`src/rtl/core/rpu_pkg.sv`:
```
// shared types and constants of the raw10 pixel unpacker
package rpu_pkg;

  // settings limits checked at the start of each frame
  localparam logic [12:0] MAX_WIDTH  = 13'd4096;
  localparam logic [12:0] MAX_HEIGHT = 13'd4096;
  localparam logic [13:0] MAX_STRIDE = 14'd8192;

  // number of result records one byte can cause
  localparam int unsigned MaxRecs = 5;

  // configuration register indexes
  typedef enum logic [1:0] {
    CFG_PACKED_MODE  = 2'd0,
    CFG_LINE_WIDTH   = 2'd1,
    CFG_FRAME_HEIGHT = 2'd2,
    CFG_LINE_STRIDE  = 2'd3
  } cfg_idx_e;

  // status codes of a status record
  typedef enum logic [2:0] {
    ST_NONE   = 3'd0,
    ST_DONE   = 3'd1,
    ST_STRIDE = 3'd2,
    ST_WIDTH  = 3'd3,
    ST_BUFFER = 3'd4
  } status_e;

  // frame tracking state
  typedef enum logic [2:0] {
    FS_ACTIVE = 3'b001,
    FS_DROP   = 3'b010,
    FS_DONE   = 3'b100
  } frame_e;

  typedef struct packed {
    logic        packed_mode;
    logic [12:0] line_width;
    logic [12:0] frame_height;
    logic [13:0] line_stride;
  } cfg_t;

  typedef struct packed {
    logic        is_pixel;
    logic [15:0] pixel_value;
    logic [11:0] pixel_column;
    logic [11:0] pixel_row;
    status_e     status;
  } rec_t;

  // the records caused by one byte
  typedef struct packed {
    logic [2:0]             cnt;
    rec_t [MaxRecs-1:0]     recs;
  } grp_t;

  // handoff between the decode core and the output sequencer
  typedef struct packed {
    logic load;
    grp_t grp;
  } grp_push_t;

endpackage

```
`src/rtl/core/rpu_cfg_regs.sv`:
```
// configuration registers of the raw10 pixel unpacker
module rpu_cfg_regs (
  input  logic           clk_i,
  input  logic           rst_ni,
  input  logic           cfg_we_i,
  input  logic [1:0]     cfg_idx_i,
  input  logic [13:0]    cfg_data_i,
  output rpu_pkg::cfg_t  cfg_o
);
  import rpu_pkg::*;

  cfg_t cfg_q;

  // register writes by index
  always_ff @(posedge clk_i or negedge rst_ni) begin
    if (!rst_ni) begin
      cfg_q.packed_mode  <= 1'b1;
      cfg_q.line_width   <= 13'd1920;
      cfg_q.frame_height <= 13'd1080;
      cfg_q.line_stride  <= 14'd2400;
    end else if (cfg_we_i) begin
      case (cfg_idx_e'(cfg_idx_i))
        CFG_PACKED_MODE:  cfg_q.packed_mode  <= cfg_data_i[0];
        CFG_LINE_WIDTH:   cfg_q.line_width   <= cfg_data_i[12:0];
        CFG_FRAME_HEIGHT: cfg_q.frame_height <= cfg_data_i[12:0];
        CFG_LINE_STRIDE:  cfg_q.line_stride  <= cfg_data_i;
        default: ;
      endcase
    end
  end

  assign cfg_o = cfg_q;

endmodule

```
`src/rtl/core/rpu_in_stage.sv`:
```
// input register holding one accepted byte until the core consumes it
module rpu_in_stage (
  input  logic       clk_i,
  input  logic       rst_ni,
  input  logic       s_axis_tvalid,
  output logic       s_axis_tready,
  input  logic [7:0] s_axis_tdata,   // [7:0] data_byte
  input  logic       s_axis_tlast,   // buffer_end
  input  logic       adv_i,
  output logic       vld_o,
  output logic [7:0] byte_o,
  output logic       end_o
);
  logic       vld_q;
  logic [7:0] byte_q;
  logic       end_q;
  logic       take;

  assign s_axis_tready = !vld_q || adv_i;
  assign take          = s_axis_tvalid && s_axis_tready;

  // valid flag
  always_ff @(posedge clk_i or negedge rst_ni) begin
    if (!rst_ni) begin
      vld_q <= 1'b0;
    end else if (take) begin
      vld_q <= 1'b1;
    end else if (adv_i) begin
      vld_q <= 1'b0;
    end
  end

  // payload
  always_ff @(posedge clk_i) begin
    if (take) begin
      byte_q <= s_axis_tdata;
      end_q  <= s_axis_tlast;
    end
  end

  assign vld_o  = vld_q;
  assign byte_o = byte_q;
  assign end_o  = end_q;

endmodule

```
`src/rtl/core/rpu_core.sv`:
```
// frame counters, settings check and pixel assembly for one byte
module rpu_core (
  input  logic                clk_i,
  input  logic                rst_ni,
  input  rpu_pkg::cfg_t       cfg_i,
  input  logic                vld_i,
  input  logic [7:0]          byte_i,
  input  logic                end_i,
  input  logic                out_free_i,
  output logic                adv_o,
  output rpu_pkg::grp_push_t  push_o
);
  import rpu_pkg::*;

  logic [13:0] bil_q, bil_d;
  logic [12:0] lc_q, lc_d;
  logic [12:0] col_q, col_d;
  logic [2:0]  phase_q, phase_d;
  frame_e      fs_q, fs_d;
  logic [7:0]  held_q [4];
  logic [7:0]  held_d [4];

  status_e     err;
  logic        err_hit;
  logic [15:0] pack_min;
  logic [13:0] needed;
  logic [14:0] bil_inc;
  logic [12:0] lc_inc;
  logic [2:0]  npix;
  status_e     tail;
  rec_t        pix [4];
  grp_t        grp;

  // settings check
  always_comb begin
    pack_min = (16'(cfg_i.line_width) * 16'd5 + 16'd3) >> 2;
    err      = ST_NONE;
    if (cfg_i.line_width == '0 || cfg_i.line_width > MAX_WIDTH ||
        cfg_i.frame_height == '0 || cfg_i.frame_height > MAX_HEIGHT ||
        cfg_i.line_stride == '0 || cfg_i.line_stride > MAX_STRIDE) begin
      err = ST_STRIDE;
    end else if (cfg_i.packed_mode) begin
      if (16'(cfg_i.line_stride) < pack_min) begin
        err = ST_STRIDE;
      end else if (cfg_i.line_width[1:0] != 2'b00) begin
        err = ST_WIDTH;
      end
    end else if (cfg_i.line_stride < {cfg_i.line_width, 1'b0}) begin
      err = ST_STRIDE;
    end
  end

  assign err_hit = (fs_q == FS_ACTIVE) && (bil_q == '0) && (lc_q == '0) &&
                   (err != ST_NONE);
  assign needed  = cfg_i.packed_mode ?
                   14'({cfg_i.line_width[12:2], 2'b00}) + 14'(cfg_i.line_width[12:2])
                   : {cfg_i.line_width, 1'b0};
  assign bil_inc = 15'(bil_q) + 15'd1;
  assign lc_inc  = lc_q + 13'd1;

  // candidate pixel records
  always_comb begin
    for (int k = 0; k < 4; k++) begin
      pix[k].is_pixel     = 1'b1;
      pix[k].pixel_row    = lc_q[11:0];
      pix[k].pixel_column = col_q[11:0] + 12'(k);
      pix[k].status       = ST_NONE;
      if (cfg_i.packed_mode) begin
        pix[k].pixel_value = {6'd0, held_q[k], byte_i[2*k +: 2]};
      end else begin
        pix[k].pixel_value = {byte_i, held_q[0]};
      end
    end
  end

  // next state and record count
  always_comb begin
    bil_d   = bil_q;
    lc_d    = lc_q;
    col_d   = col_q;
    phase_d = phase_q;
    fs_d    = fs_q;
    for (int k = 0; k < 4; k++) begin
      held_d[k] = held_q[k];
    end
    npix = 3'd0;
    tail = ST_NONE;

    if (err_hit) begin
      fs_d = FS_DROP;
    end else if (fs_q == FS_ACTIVE) begin
      if (15'(bil_q) < 15'(needed)) begin
        if (cfg_i.packed_mode) begin
          if (phase_q < 3'd4) begin
            held_d[phase_q[1:0]] = byte_i;
            phase_d              = phase_q + 3'd1;
          end else begin
            npix    = 3'd4;
            col_d   = col_q + 13'd4;
            phase_d = 3'd0;
          end
        end else begin
          if (phase_q == 3'd0) begin
            held_d[0] = byte_i;
            phase_d   = 3'd1;
          end else begin
            npix    = 3'd1;
            col_d   = col_q + 13'd1;
            phase_d = 3'd0;
          end
        end
      end
      // line end after stride bytes
      if (bil_inc >= 15'(cfg_i.line_stride)) begin
        bil_d   = '0;
        col_d   = '0;
        phase_d = '0;
        lc_d    = lc_inc;
        if (lc_inc >= cfg_i.frame_height) begin
          tail = ST_DONE;
          fs_d = FS_DONE;
        end
      end else begin
        bil_d = bil_inc[13:0];
      end
    end

    // end of the supplied buffer starts a new frame
    if (end_i) begin
      if (fs_d == FS_ACTIVE) begin
        tail = ST_BUFFER;
      end
      bil_d   = '0;
      lc_d    = '0;
      col_d   = '0;
      phase_d = '0;
      fs_d    = FS_ACTIVE;
    end
  end

  // record group
  always_comb begin
    grp = '0;
    if (err_hit) begin
      grp.cnt              = 3'd1;
      grp.recs[0].status   = err;
    end else begin
      for (int k = 0; k < 4; k++) begin
        if (3'(k) < npix) begin
          grp.recs[k] = pix[k];
        end
      end
      grp.cnt = npix + ((tail != ST_NONE) ? 3'd1 : 3'd0);
      if (tail != ST_NONE) begin
        case (npix)
          3'd0:    grp.recs[0].status = tail;
          3'd1:    grp.recs[1].status = tail;
          default: grp.recs[4].status = tail;
        endcase
      end
    end
  end

  assign adv_o       = vld_i && ((grp.cnt == 3'd0) || out_free_i);
  assign push_o.load = adv_o && (grp.cnt != 3'd0);
  assign push_o.grp  = grp;

  // control state
  always_ff @(posedge clk_i or negedge rst_ni) begin
    if (!rst_ni) begin
      bil_q   <= '0;
      lc_q    <= '0;
      col_q   <= '0;
      phase_q <= '0;
      fs_q    <= FS_ACTIVE;
    end else if (adv_o) begin
      bil_q   <= bil_d;
      lc_q    <= lc_d;
      col_q   <= col_d;
      phase_q <= phase_d;
      fs_q    <= fs_d;
    end
  end

  // held bytes of the current group
  always_ff @(posedge clk_i) begin
    if (adv_o) begin
      for (int k = 0; k < 4; k++) begin
        held_q[k] <= held_d[k];
      end
    end
  end

endmodule

```
`src/rtl/core/rpu_out_seq.sv`:
```
// result register that hands out the records of one byte one word at a time
module rpu_out_seq (
  input  logic                clk_i,
  input  logic                rst_ni,
  input  rpu_pkg::grp_push_t  push_i,
  output logic                out_free_o,
  output logic                m_axis_tvalid,
  input  logic                m_axis_tready,
  output logic [47:0]         m_axis_tdata,   // [15:0] pixel_value, [27:16] pixel_column,
                                              // [39:28] pixel_row, [42:40] status, rest zero
  output logic                m_axis_tuser,   // is_pixel
  output logic                m_axis_tlast    // last_of_run
);
  import rpu_pkg::*;

  logic       vld_q;
  logic [2:0] idx_q;
  grp_t       grp_q;
  rec_t       rec;
  logic       last;
  logic       fire;

  assign rec        = grp_q.recs[idx_q];
  assign last       = (idx_q == grp_q.cnt - 3'd1);
  assign fire       = vld_q && m_axis_tready;
  assign out_free_o = !vld_q || (fire && last);

  // valid flag and record index
  always_ff @(posedge clk_i or negedge rst_ni) begin
    if (!rst_ni) begin
      vld_q <= 1'b0;
      idx_q <= '0;
    end else if (push_i.load) begin
      vld_q <= 1'b1;
      idx_q <= '0;
    end else if (fire) begin
      if (last) begin
        vld_q <= 1'b0;
        idx_q <= '0;
      end else begin
        idx_q <= idx_q + 3'd1;
      end
    end
  end

  // record group payload
  always_ff @(posedge clk_i) begin
    if (push_i.load) begin
      grp_q <= push_i.grp;
    end
  end

  assign m_axis_tvalid = vld_q;
  assign m_axis_tdata  = {5'd0, rec.status, rec.pixel_row, rec.pixel_column,
                          rec.pixel_value};
  assign m_axis_tuser  = rec.is_pixel;
  assign m_axis_tlast  = last;

endmodule

```
`src/rtl/core/raw10_pixel_unpacker_top.sv`:
```
// top level of the raw10 pixel unpacker
// The slave stream takes one frame byte per word (tlast marks the end of the
// supplied buffer). The master stream gives one record per word: a pixel with
// its column and row, or a status record (frame done, bad stride, width not a
// multiple of four, buffer too small); tuser is set on pixels and tlast on
// the final record caused by one input byte.
// The user must write settings through cfg_we_i/cfg_idx_i/cfg_data_i only
// while no byte is in flight; the block does not enforce this. They are
// checked on the first byte of each frame. A byte is accepted every cycle; a
// byte that causes records waits while the result register still holds
// records of an earlier byte, since that register sends one record per cycle
// while the receiver is ready. A packed group of five bytes gives four
// pixels, so a steady packed stream runs at one byte a cycle. Reset restores
// the default settings and starts a new frame at the next byte. When the
// receiver stalls, the result register holds its record and the input
// register fills, after which tready on the slave side drops.
module raw10_pixel_unpacker_top (
  input  logic        clk_i,
  input  logic        rst_ni,
  input  logic        cfg_we_i,
  input  logic [1:0]  cfg_idx_i,
  input  logic [13:0] cfg_data_i,
  input  logic        s_axis_tvalid,
  output logic        s_axis_tready,
  input  logic [7:0]  s_axis_tdata,   // [7:0] data_byte
  input  logic        s_axis_tlast,   // buffer_end
  output logic        m_axis_tvalid,
  input  logic        m_axis_tready,
  output logic [47:0] m_axis_tdata,   // [15:0] pixel_value, [27:16] pixel_column,
                                      // [39:28] pixel_row, [42:40] status, rest zero
  output logic        m_axis_tuser,   // is_pixel
  output logic        m_axis_tlast    // last_of_run
);
  import rpu_pkg::*;

  cfg_t      cfg;
  logic      in_vld;
  logic [7:0] in_byte;
  logic      in_end;
  logic      adv;
  logic      out_free;
  grp_push_t push;

  // settings
  rpu_cfg_regs u_cfg (
    .clk_i      (clk_i),
    .rst_ni     (rst_ni),
    .cfg_we_i   (cfg_we_i),
    .cfg_idx_i  (cfg_idx_i),
    .cfg_data_i (cfg_data_i),
    .cfg_o      (cfg)
  );

  // input register
  rpu_in_stage u_in (
    .clk_i         (clk_i),
    .rst_ni        (rst_ni),
    .s_axis_tvalid (s_axis_tvalid),
    .s_axis_tready (s_axis_tready),
    .s_axis_tdata  (s_axis_tdata),
    .s_axis_tlast  (s_axis_tlast),
    .adv_i         (adv),
    .vld_o         (in_vld),
    .byte_o        (in_byte),
    .end_o         (in_end)
  );

  // decode
  rpu_core u_core (
    .clk_i      (clk_i),
    .rst_ni     (rst_ni),
    .cfg_i      (cfg),
    .vld_i      (in_vld),
    .byte_i     (in_byte),
    .end_i      (in_end),
    .out_free_i (out_free),
    .adv_o      (adv),
    .push_o     (push)
  );

  // result register and record sequencing
  rpu_out_seq u_out (
    .clk_i         (clk_i),
    .rst_ni        (rst_ni),
    .push_i        (push),
    .out_free_o    (out_free),
    .m_axis_tvalid (m_axis_tvalid),
    .m_axis_tready (m_axis_tready),
    .m_axis_tdata  (m_axis_tdata),
    .m_axis_tuser  (m_axis_tuser),
    .m_axis_tlast  (m_axis_tlast)
  );

endmodule

```
`config.mk`:
```
export PLATFORM = sky130hd
export DESIGN_NAME = raw10_pixel_unpacker_top
export DESIGN_NICKNAME = d
export VERILOG_FILES = /design/src/rtl/core/rpu_pkg.sv /design/src/rtl/core/rpu_cfg_regs.sv /design/src/rtl/core/rpu_in_stage.sv /design/src/rtl/core/rpu_core.sv /design/src/rtl/core/rpu_out_seq.sv /design/src/rtl/core/raw10_pixel_unpacker_top.sv
export SDC_FILE = /design/constraint.sdc
export NUM_CORES = 1
export LEC_CHECK = 0
export BUFFER_PORTS_ARGS = -buffer_cell sky130_fd_sc_hd__clkbuf_2
export CORE_MARGIN = 2
export CORE_UTILIZATION = 35
export DETAILED_ROUTE_END_ITERATION = 6
export SLEW_MARGIN = 20
export SYNTH_ARGS = -nofsm -noshare
export SYNTH_HDL_FRONTEND = slang
export SYNTH_HIERARCHICAL = 1
export SYNTH_SLANG_ARGS = --single-unit
```
`constraint.sdc`:
```
create_clock -name clk_i -period 31.2 [get_ports clk_i]
set_input_delay 4.68 -clock clk_i [delete_from_list [all_inputs] [get_ports clk_i]]
set_output_delay 4.68 -clock clk_i [all_outputs]
set_load 0.02 [all_outputs]
```
==> metrics.cfg <==
[outcome]
run_status=completed

[timing]
final.min_clock_period_ps=11440
timing.fmax_mhz=87.4
report.final.hold_viol_count=0
setup_repair_after_global_routing_missed_its_margin=false
setup-violations-final=0
timing.max_slew.rel_slack_pct=27.3
timing.final.max_slew_violations=0
tns_ps=0
worst_skew_ps=19.8
fin_crit_sh_pct=36.7
worst_margin_slew_ps=1090

[die]
initial_standard_cell_utilization_of_the_core_pct=35.3
rows=87
die_height_um=242
floorplan.die_area_mm2=0.0586
placeableCoreArea_mm2=0.0562
io_pins=82
die_width_um=242

[setup_path]
worstSetupStartpoint=u_cfg/cfg_o[29]$_DFFE_PN0P_
reg2regPathDepth=28
cp-end-kind=primary output
critical-path-slowest-cell=dfrtp_1
r2r_start=u_cfg/cfg_o[29]$_DFFE_PN0P_
crit_path_max_fanout=10
timing.critical_path.mode_cell=ha_1
worst_setup_path_start_kind=flip-flop
rr_endpoint=u_out/grp_q[187]$_DFFE_PP_
setup.worst_path.class=reg -> out
last_element_of_the_critical_path=s_axis_tready
cpPeakStageDelay_ps=460
required_ps=26520
cp_data_arrival_time_ps=6760
timing.reg2reg.setup_slack_ps=22900

[min_path]
timing.hold.worst_path_depth=2
worstHoldPathType=reg -> reg

[logic_synthesis]
synth-seq-area-share_pct=51.6
post_synth_inst_count=1702
synth_area_per_cell_um2=11.6
synth_cell_type_count=80
postSynth.topFlopCell=edfxtp_1
synth.ff_latch_count=355
synth_async_sr_flop_share_pct=25.6
synth-edff-count=264
yosys_warnings=6
synthesis.area_mm2=0.0198

[power_and_ir_drop]
power.switching_fraction_pct=41.0
clockPowerShare_pct=18.7
p_int_w=0.00148
seq_power_share_pct=38.4
pwr_density_cell_mw_per_mm2=116
peakVddDrop_uv=139
static_leakage_nw=8.58
part_of_the_total_power_dissipated_in_combinational_logic_pct=42.9
netSwitchingPower_w=0.00103
totalPowerFinal_w=0.00251

[global_routing]
grt_pass1_wl_um=68400
grt_util_all_layers_pct=14.6
number_of_antenna_violations_at_the_first_check_in_global_routing=0
maximum_number_of_pins_on_one_net_before_global_route_repair=88
grt-ovfl-total=0
via_count_of_the_first_global_routing_pass=12500

[clock_network]
holdBufCountCts=0
cts.repair.resized=0
clkTransAtPathRegs_ps=60
cts.sink_count=355
cts_made_buffers=41
cts_tree=yes
htree_num_levels=2
insertion_delay_ps=570
clock_tree.buffer_depth=3
postCtsSetupRepairBufs=0
master_cell_of_the_clock_root_buffer=clkbuf_16

[finish]
design.final.nets=1885
layout_overhead_on_the_synthesized_area_pct=9.51
final_layout_size_suffix_gt1_share_pct=16.0
fill_cells=5455
number_of_inserted_diodes=0

[run]
maximum_capacitance_violations=0

[routing]
totalWireLength_um=42800
detail_route.first_pass.iterations=6
dr_total_vias=12400
drc=0
routed_via_density=4.93
drt-wirelength-per-cell_um=17.0
postRouteAntennaNets=0
detail_route.iter0.violations=915

[placed_design]
finalWeightedCongestion=0.838
dp.final_hpwl_um=29700
io_buffer_count=76

cell usage in the layout (no fill, tap or decap), drive strengths merged, types with 44 or more instances in the layout:
cell type	instances
edfxtp	264
nand2	153
inv	134
clkbuf	132
nor2	130
ha	115
o21ai	79
dfrtp	77
a21oi	74
conb	72
mux4	44
power by group through the flow:
| stage | clock, W | sequential (W) | combinational [W] |
|---|---|---|---|
| floorplan | 0 | 0.00109 | 0.000810 |
| global placement | 0 | 0.000967 | 0.00106 |
| detailed placement | 0 | 0.000979 | 0.00109 |
| CTS | 0.000485 | 0.000970 | 0.00109 |
| global route | 0.000501 | 0.000992 | 0.00119 |
| finish | 0.000470 | 0.000966 | 0.00108 |
state kept, by name (all words and copies together), names as in the netlist:
register / flops
u_core/fs_q: 3
u_out/idx_q: 3
u_in/vld_o: 1
u_cfg/cfg_o: 41
u_in/byte_o: 8
u_in/end_o: 1
u_out/grp_q: 223
u_core/held_q: 32
u_core/col_q: 12
u_out/m_axis_tvalid: 1
u_core/phase_q: 3
u_core/bil_q: 14
u_core/lc_q: 13
layout make-up:
type	count	area (µm²)	share of cell area [%]
sequential	355	10200	47.1
inverter	133	499	2.30
multi-input combinational	1110	8230	37.9
clock buffer	57	1120	5.15
timing repair buffer	90	488	2.25
tap	756	946	4.36
clock inverter	17	195	0.899
layer usage:
metal	GRT usage, %	wire [µm]	vias to the layer above	share of wire [%]
met1	20.2	20200	6097	47
met5	0	0	-	0
met3	1.97	1650	55	3.8
li1	-	-	5995	-
met4	4.03	710	0	1.7
met2	24.0	20200	265	47
kinds of logic (layout without fill, tap and decap cells):
family	after synthesis	in the layout	synth area share, %
flops	355	355	51.6
simple gates	466	466	11.2
compound gates	263	263	8.78
mux	107	107	8.45
fa+ha+maj	124	124	8.17
xor+xnor	78	78	3.52
buf+inv	307	297	8.28
other cells	2	72	0.0379
through the flow:
step / hold WS (ps) / instances / util [%] / setup slack [ps] / instance area [µm²]
2_1_floorplan: 453 / 1772 / - / 15400 / 20100
3_3_place_gp: 464 / 2444 / 36.3 / 20260 / 20400
3_5_place_dp: 482 / 2444 / 36.3 / 20280 / 20400
4_1_cts: 492 / 2518 / 38.6 / 19880 / 21700
5_1_grt: 519 / 2518 / 38.6 / 19390 / 21700
6_report: 491 / 2518 / 38.6 / 19760 / 21700
Yosys cell counts, drive strengths merged, types with 8 or more instances:
| cell type | n | area (µm²) |
|---|---|---|
| mux2 | 42 | 473 |
| inv | 132 | 495 |
| a21oi | 74 | 370 |
| clkbuf | 40 | 150 |
| o21ai | 79 | 395 |
| dfrtp | 77 | 1930 |
| ha | 115 | 1440 |
| fa | 9 | 180 |
| mux4 | 44 | 991 |
| nand2b | 24 | 158 |
| buf | 134 | 992 |
| and3 | 13 | 81.3 |
| xnor2 | 43 | 377 |
| a31oi | 8 | 50.1 |
| nor2 | 130 | 498 |
| edfxtp | 264 | 7930 |
| xor2 | 34 | 298 |
| nand4 | 13 | 81.3 |
| nor4 | 19 | 125 |
| nor3 | 19 | 95.1 |
| nand2 | 153 | 577 |
| and2 | 30 | 190 |
| mux2i | 21 | 210 |
| o31ai | 23 | 219 |
| dfstp | 14 | 368 |
| nand3 | 31 | 155 |
| o41ai | 19 | 196 |
worst max-delay path: cells and delay by family (launching register included):
family / cells / cell delay [ps]
AO/OA/AOI/OAI: 14 / 2630
adder cells (fa/ha/maj): 5 / 1660
flip-flops: 1 / 460
buffers and inverters: 3 / 540
AND/OR/NAND/NOR: 5 / 880
worst min path at each step:
stage / slack [ps] / startpoint / endpoint
2_1_floorplan: 450 / u_core/fs_q[0]$_DFFE_PN1N_ / u_core/fs_q[0]$_DFFE_PN1N_
3_3_place_gp: 460 / u_core/fs_q[0]$_DFFE_PN1N_ / u_core/fs_q[0]$_DFFE_PN1N_
3_5_place_dp: 480 / u_core/fs_q[0]$_DFFE_PN1N_ / u_core/fs_q[0]$_DFFE_PN1N_
4_1_cts: 490 / u_core/fs_q[0]$_DFFE_PN1N_ / u_core/fs_q[0]$_DFFE_PN1N_
5_1_grt: 520 / u_core/fs_q[0]$_DFFE_PN1N_ / u_core/fs_q[0]$_DFFE_PN1N_
6_report: 490 / u_core/fs_q[0]$_DFFE_PN1N_ / u_core/fs_q[0]$_DFFE_PN1N_
No activity file was read; power rests on OpenSTA's default activity.
